==> config.mk <==
export PLATFORM = sky130hd
export DESIGN_NAME = qrs_isqrt
export DESIGN_NICKNAME = d
export VERILOG_FILES = /design/src/design/qrs_isqrt.sv
export SDC_FILE = /design/constraint.sdc
export NUM_CORES = 1
export LEC_CHECK = 0
export BUFFER_PORTS_ARGS = -buffer_cell sky130_fd_sc_hd__buf_2
export CORE_ASPECT_RATIO = 0.5
export CORE_UTILIZATION = 60
export DETAILED_ROUTE_END_ITERATION = 8
export PLACE_DENSITY = 0.73
export RECOVER_POWER = 100
export SLEW_MARGIN = 10
export SYNTH_ARGS = -nofsm -noshare
export SYNTH_HDL_FRONTEND = slang
export SYNTH_SLANG_ARGS = --single-unit
==> constraint.sdc <==
create_clock -name i_clk -period 6.75 [get_ports i_clk]
set_clock_uncertainty 0.2 [all_clocks]
set_input_delay 1.35 -clock i_clk [delete_from_list [all_inputs] [get_ports i_clk]]
set_output_delay 1.35 -clock i_clk [all_outputs]
set_load 0.05 [all_outputs]
==> src/design/qrs_isqrt.sv <==
// pipelined integer square root, one root bit per stage
module qrs_isqrt #(
    parameter int DW     = 34,
    parameter int SIDE_W = 8
) (
    input  logic                i_clk,
    input  logic                i_rst_n,
    input  logic                i_en,
    input  logic                i_valid,
    input  logic [DW-1:0]       i_radicand,
    input  logic [SIDE_W-1:0]   i_side,
    output logic                o_valid,
    output logic [DW/2-1:0]     o_root,
    output logic [SIDE_W-1:0]   o_side
);
    localparam int N = DW / 2;

    logic              r_v    [0:N-1];
    logic [DW-1:0]     r_rem  [0:N-1];
    logic [DW-1:0]     r_d    [0:N-1];
    logic [N-1:0]      r_root [0:N-1];
    logic [SIDE_W-1:0] r_side [0:N-1];

    for (genvar k = 0; k < N; k++) begin : g_stage
        logic              v_in;
        logic [DW-1:0]     rem_in;
        logic [DW-1:0]     d_in;
        logic [N-1:0]      root_in;
        logic [SIDE_W-1:0] side_in;
        logic [DW-1:0]     cand;
        logic [DW-1:0]     trial;
        logic              ge;
        logic [DW-1:0]     n_rem;
        logic [N-1:0]      n_root;

        if (k == 0) begin : g_first
            assign v_in    = i_valid;
            assign rem_in  = '0;
            assign d_in    = i_radicand;
            assign root_in = '0;
            assign side_in = i_side;
        end else begin : g_next
            assign v_in    = r_v[k-1];
            assign rem_in  = r_rem[k-1];
            assign d_in    = r_d[k-1];
            assign root_in = r_root[k-1];
            assign side_in = r_side[k-1];
        end

        // bring down the next bit pair and try subtracting 4*root+1
        assign cand   = {rem_in[DW-3:0], d_in[DW-1 -: 2]};
        assign trial  = DW'({root_in, 2'b01});
        assign ge     = (cand >= trial);
        assign n_rem  = ge ? (cand - trial) : cand;
        assign n_root = {root_in[N-2:0], ge};

        always_ff @(posedge i_clk) begin
            if (!i_rst_n) begin
                r_v[k] <= 1'b0;
            end else if (i_en) begin
                r_v[k] <= v_in;
            end
            if (i_en) begin
                r_rem[k]  <= n_rem;
                r_root[k] <= n_root;
                r_d[k]    <= d_in << 2;
                r_side[k] <= side_in;
            end
        end
    end

    assign o_valid = r_v[N-1];
    assign o_root  = r_root[N-1];
    assign o_side  = r_side[N-1];

endmodule

==> out/qor.txt, run 1 <==
status - complete, but fails checks
failing checks - capacitance limit, slew limit
# DRC - 0
CTS tree - done
synthesized area per cell - 13.8 um2
CP required - 6.71 ns
pre-CTS setup slack - 2.74 ns
final setup vio count - 0
CTS Buffer Depth - 3
CP Cell Sequence - buf_8 > clkbuf_2
Hold Vio Cnt, Final - 0
Multi-input gate area - 0.0138 mm2
unrepaired setup endpoints after global routing - no
Peak VDD IR - 220 uV
root buffer cell - clkbuf_16
fmax - 198 MHz
number of global-route vias before repair - 24,900
Int Pwr - 0.0115 W
CTS buffer count - 89
Async S/R FF share, synth - 0
diode count - 0
beginning of the worst hold path - r_d[0][273]
Max Cap Viol - 11
Total Routed Length - 72,500 um
critical path class - input port to flip-flop
Final GP Congestion - 0.937
Slew @ Worst Pin - 4.10 ns
Row Count - 71
Buf/Inv on CP - 2
H-tree depth - 3
Post-synth EDFFs - 1,042
Syn Nets - 3,571
fillers - 5,322
Reg area - 0.0313 mm2
Pleak - 18.5 nW
antenna violations before repair - 1
launch point of the critical path - i_en
Ports - 72
largest net degree at the start of global routing - 182
fin crit share - 0.748
Gate Count Post-Synth - 3,354
layout net count - 3,697
clk slew on worst S/H paths - 0.06 ns
width of the chip - 394 um
RR Startpoint - r_rem[0][374]
Primary FF master, synth - edfxtp_1
clock share of power - 0.340
via/cell ratio - 5.56
Psw - 0.00353 W
CP max stage cell - clkbuf_2
worst min-delay path class - flip-flop to flip-flop
layout cells sized above 1 - 0.0645
Setup TNS - 0 ns
setup repair bufs after CTS - 0
Slew Viols, Final - 1,038
violation count after the first detailed-routing iteration - 1,797
first-pass GRT wire length - 117,000 um
area grow syn2layout - 9.34%
Flop pwr share - 0.550
Crit Path Max Fanout - 181
total gr overflow - 0
routed len/inst - 15.9 um
most common cell after layout, fill and taps aside - edfxtp_1
setup slack after layout - 1.70 ns
Crit path max-delay family - buffers and inverters
CP endpoint kind - flip-flop
Clock Latency Late Sink - 0.66 ns
overall power - 0.0150 W
switching portion of total power - 0.236
slew margin rel. - -1.73
TritonCTS sink count - 1,043
sequential-to-total area share from yosys stat - 0.678
startpoint types - input port
drt first pass iters - 5
CTS resizes - 0
Via Count - 25,500
post-layout minimum cycle time - 5.05 ns
CTS Hold Buffers Added - 0
hpwl dp - 49,600 um
CP max stage delay - 2.86 ns
Synth Cell Area - 0.0462 mm2
post-synth cell types - 79
Pwr Density - 297 mW/mm2
Synth Register Bits - 1,043
Overall Global Routing Usage - 0.184
Logic pwr share - 0.110
commonest cells after routing, fill and taps aside - edfxtp_1, nor2_1, nand2_1
core area - 0.0757 mm2
Die ar. - 0.0782 mm2
YS warnings - 0
final core utilization - 0.667
crit path DAT - 5.01 ns
Starting Density - 0.610
die height - 198 um
IO Port Bufs - 71
Post-DRT Antenna Nets - 0
## Yosys cell counts (42+ instances only)
master | n | area (um2)
edfxtp_1 | 1042 | 31300
nor3_1 | 126 | 631
a21oi_1 | 125 | 626
xor2_1 | 207 | 1810
nand3_1 | 53 | 265
xnor2_1 | 163 | 1430
nand2_1 | 211 | 792
o21ai_0 | 148 | 741
nand2b_1 | 56 | 350
nor2_1 | 218 | 818
nor4_1 | 74 | 463
or3_1 | 49 | 307
ha_1 | 171 | 2140
or4_1 | 42 | 315
inv_1 | 209 | 785
## layer usage
metal  wire (um)  vias up  global-route usage  share of wire
met1       30200    11900               0.212           0.42
met2       36600      548               0.330           0.51
met5           0        -                   0              0
met3        2650      201              0.0315          0.036
li1            -    12800                   -              -
met4        3080        0               0.100          0.042
## cell families after synthesis
| group | after synthesis | share of synthesized area |
|---|---|---|
| adder cells (fa/ha/maj) | 171 | 0.0463 |
| AO/OA/AOI/OAI | 481 | 0.0660 |
| buffers and inverters | 258 | 0.0212 |
| AND/OR/NAND/NOR | 1011 | 0.114 |
| multiplexers | 19 | 0.00447 |
| flip-flops | 1043 | 0.678 |
| other | 1 | 0.0000812 |
| XOR/XNOR | 370 | 0.0702 |
## area by class of cell
type                            instances  share of cell area
Timing Repair Buffer                   83             0.00773
Sequential cell                      1043               0.620
Clock inverter                         58              0.0112
Clock buffer                          106              0.0466
Multi-Input combinational cell       2053               0.274
Inverter                              210              0.0156
Tap cell                             1022              0.0253
## flip-flops by register name (all words and copies together), names as in the netlist
register	flops
r_d	272
r_rem	465
r_root	153
r_side	136
r_v	17
## stage by stage
step | cells | hold slack (ns) | instance area (um2)
global placement | 4411 | 0.200 | 47800
finish | 4575 | 0.213 | 50500
CTS | 4575 | 0.216 | 50700
floorplan | 3354 | 0.200 | 46200
global route | 4575 | 0.220 | 50500
detailed placement | 4411 | 0.205 | 47800
## power by group through the flow
| stage | combinational [W] | clock, W | sequential [W] |
|---|---|---|---|
| detailed placement | 0.00164 | 0 | 0.00835 |
| floorplan | 0.00121 | 0 | 0.00825 |
| finish | 0.00165 | 0.00510 | 0.00824 |
| global placement | 0.00159 | 0 | 0.00832 |
| CTS | 0.00166 | 0.00525 | 0.00821 |
| global route | 0.00184 | 0.00549 | 0.00831 |
## final timing paths
| kind | to | slack (ns) | cells past startpoint |
|---|---|---|---|
| max | r_root[1][134] | 1.70 | 2 |
| min | r_d[0][307] | 0.21 | 0 |
| max reg2reg | r_rem[0][429] | 1.90 | 9 |
| min reg2reg | r_d[0][307] | 0.21 | 0 |
(Power assumes the default switching activity.)
==> run 2, diff against run 1 <==
ABC_AREA = 1   (was unset)
CORE_UTILIZATION = 58   (was 60)
clock period = 4.3 ns   (was 6.75 ns; I/O delays follow)
==> run 2 against run 1 <==
The flow still finishes with violations (capacitance limit, slew limit). Non-clock buffer count up 6. Highest routed layer unchanged. Power is 70% higher. Via count rose by 60%. Cell area rose by 17%. Setup slack worse by 1.0 ns. Combinational power rose to 2.6 times the previous value.
==> out/qor.txt, run 2 <==
fillers - 7,800 (+47%)
largest net degree at the start of global routing - 139 (-24%)
startpoint types - input port
root buffer cell - clkbuf_16
Slew Viols, Final - 69 (-93%)
Via Count - 40,700 (+60%)
post-synth cell types - 57 (-28%)
IO Port Bufs - 71 (unchanged)
CP max stage cell - clkbuf_2
Total Routed Length - 139,000 um (+92%)
Overall Global Routing Usage - 0.288 (+0.103)
clock share of power - 0.321 (-0.019)
top cells by count, synth - nand2_1, edfxtp_1, inv_1
CTS tree - done
layout cells sized above 1 - 0.0535 (-0.0110)
core area - 0.0936 mm2 (+24%)
Pleak - 25.2 nW (+36%)
width of the chip - 438 um (+11%)
most area-consuming cells after synthesis - edfxtp_1, nand2_1, inv_1, nor2_1, ha_1
unrepaired setup endpoints after global routing - no
drt first pass iters - 6 (+1)
fin crit share - 0.844
hpwl dp - 107,000 um (+120%)
CTS buffer count - 90 (+1.1%)
Psw - 0.00738 W (+110%)
# DRC - 0 (unchanged)
final setup vio count - 0 (unchanged)
layout net count - 6,336 (+71%)
Logic pwr share - 0.169 (+0.059)
Setup TNS - 0 ns (unchanged)
most common cell after layout, fill and taps aside - nand2_1
first-pass GRT wire length - 214,000 um (+83%)
violation count after the first detailed-routing iteration - 3,620 (+100%)
critical path class - input port to flip-flop
Die ar. - 0.0966 mm2 (+24%)
Synth Register Bits - 1,043 (unchanged)
Slew @ Worst Pin - 2.03 ns (-2.07 ns)
Hold Vio Cnt, Final - 0 (unchanged)
clk slew on worst S/H paths - 0.07 ns (about the same)
pre-CTS setup slack - 1.28 ns (-1.46 ns)
Row Count - 79 (+11%)
via/cell ratio - 5.46 (-1.8%)
Clock Latency Late Sink - 0.70 ns (+0.04 ns)
CTS resizes - 0 (unchanged)
Pwr Density - 431 mW/mm2 (+45%)
post-synth top area cell - edfxtp_1
switching portion of total power - 0.289 (+0.0533)
Max Cap Viol - 2 (-9)
commonest cells after routing, fill and taps aside - nand2_1, edfxtp_1, inv_1
Crit Path Max Fanout - 95 (-48%)
failing checks - capacitance limit, slew limit
number of global-route vias before repair - 39,200 (+58%)
setup slack after layout - 0.673 ns (-1.03 ns)
Post-synth EDFFs - 1,042 (unchanged)
H-tree depth - 3 (unchanged)
Synth Cell Area - 0.0552 mm2 (+20%)
YS warnings - 0 (unchanged)
synthesized area per cell - 9.23 um2 (-33%)
CP max stage delay - 1.39 ns (-1.47 ns)
Post-DRT Antenna Nets - 0 (unchanged)
overall power - 0.0255 W (+70%)
CTS Buffer Depth - 3 (unchanged)
CP required - 4.41 ns (-2.30 ns)
CP Cell Sequence - clkbuf_2 > clkbuf_4
area share of the largest cell type after synthesis - 0.566 (-0.111)
Final GP Congestion - 1.00 (+7.0%)
sequential-to-total area share from yosys stat - 0.567 (-0.111)
worst min-delay path class - input port to flip-flop
Int Pwr - 0.0182 W (+59%)
total gr overflow - 0 (unchanged)
post-layout minimum cycle time - 3.63 ns
CP endpoint kind - flip-flop
Starting Density - 0.590 (-0.0202)
slew margin rel. - -0.352 (+1.38)
routed len/inst - 18.7 um (+18%)
TritonCTS sink count - 1,043 (unchanged)
Crit path max-delay family - buffers and inverters
CTS Hold Buffers Added - 0 (unchanged)
fmax - 276 MHz
Async S/R FF share, synth - 0 (unchanged)
register name with the most flops - r_rem
Ports - 72 (unchanged)
Peak VDD IR - 338 uV (+54%)
area grow syn2layout - 7.38%
Buf/Inv on CP - 2 (unchanged)
status - complete, but fails checks
setup repair bufs after CTS - 0 (unchanged)
Flop pwr share - 0.510 (-0.040)
crit path DAT - 3.73 ns (-1.28 ns)
diode count - 0 (unchanged)
antenna violations before repair - 1 (unchanged)
Gate Count Post-Synth - 5,987 (+79%)
Largest regs - r_rem x465, r_d x272, r_root x153
Primary FF master, synth - edfxtp_1
die height - 220 um (+11%)
Syn Nets - 6,204 (+74%)
max reg flops - 465 (unchanged)
most common cell in the netlist - nand2_1
-- run 2: layout make-up --
cell class                      count  area, um2  area share
Sequential cell                  1043      31300       0.528
Clock inverter                     54        515     0.00869
Tap cell                         1255       1570      0.0265
Timing Repair Buffer               89        520     0.00877
Clock buffer                      107       2380      0.0401
Multi-Input combinational cell   3922      19400       0.326
Inverter                          973       3660      0.0618
-- run 2: kinds of logic (layout without fill, tap and decap cells) --
kind of cell,count (synthesis),after routing,synth area share
XOR/XNOR,158,158,0.0251
other,1,1,0.0000679
buffers and inverters,1022,1223,0.0754
AND/OR/NAND/NOR,3093,3093,0.240
adder cells (fa/ha/maj),171,171,0.0387
AO/OA/AOI/OAI,499,499,0.0536
flip-flops,1043,1043,0.567
-- run 2: worst paths after layout --
kind	start	end	slack, ns	cells after the start
worst max-delay path	i_en	r_rem[0][527]	0.67	2
worst min-delay path	i_radicand[27]	r_d[0][27]	0.14	1
worst max register to register	r_root[0][34]	r_rem[0][103]	0.72	10
worst min register to register	r_side[6][5]	r_side[7][5]	0.19	0
-- run 2: per-stage QoR --
step	util	instance area, um2	hold slack, ns	std cells
after floorplan	-	55200	0.200	5987
after global placement	0.608	56900	0.200	7282
after detailed placement	0.608	56900	0.205	7282
after CTS	0.639	59800	0.0881	7443
after global routing	0.634	59300	0.103	7443
final	0.634	59300	0.136	7443
-- run 2: power by group through the flow --
| stage | logic [W] | registers [W] | clock network, W |
|---|---|---|---|
| finish | 0.00431 | 0.0130 | 0.00820 |
| CTS | 0.00436 | 0.0130 | 0.00837 |
| detailed placement | 0.00433 | 0.0132 | 0 |
| global route | 0.00482 | 0.0131 | 0.00873 |
| global placement | 0.00427 | 0.0132 | 0 |
| floorplan | 0.00303 | 0.0129 | 0 |
-- run 2: per-layer routing --
| layer | GRT usage | vias up | share of wire |
|---|---|---|---|
| met5 | 0 | - | 0 |
| met4 | 0.114 | 0 | 0.041 |
| met3 | 0.0424 | 317 | 0.054 |
| met2 | 0.513 | 1280 | 0.50 |
| met1 | 0.354 | 19100 | 0.41 |
| li1 | - | 20000 | - |
-- run 2: worst reg2reg max path: cells and delay by family (launching register included) --
kind,cells,cell delay [ns]
flops,1,0.47
fa+ha+maj,1,0.39
buf+inv,2,0.46
compound gates,2,0.88
simple gates,5,0.93
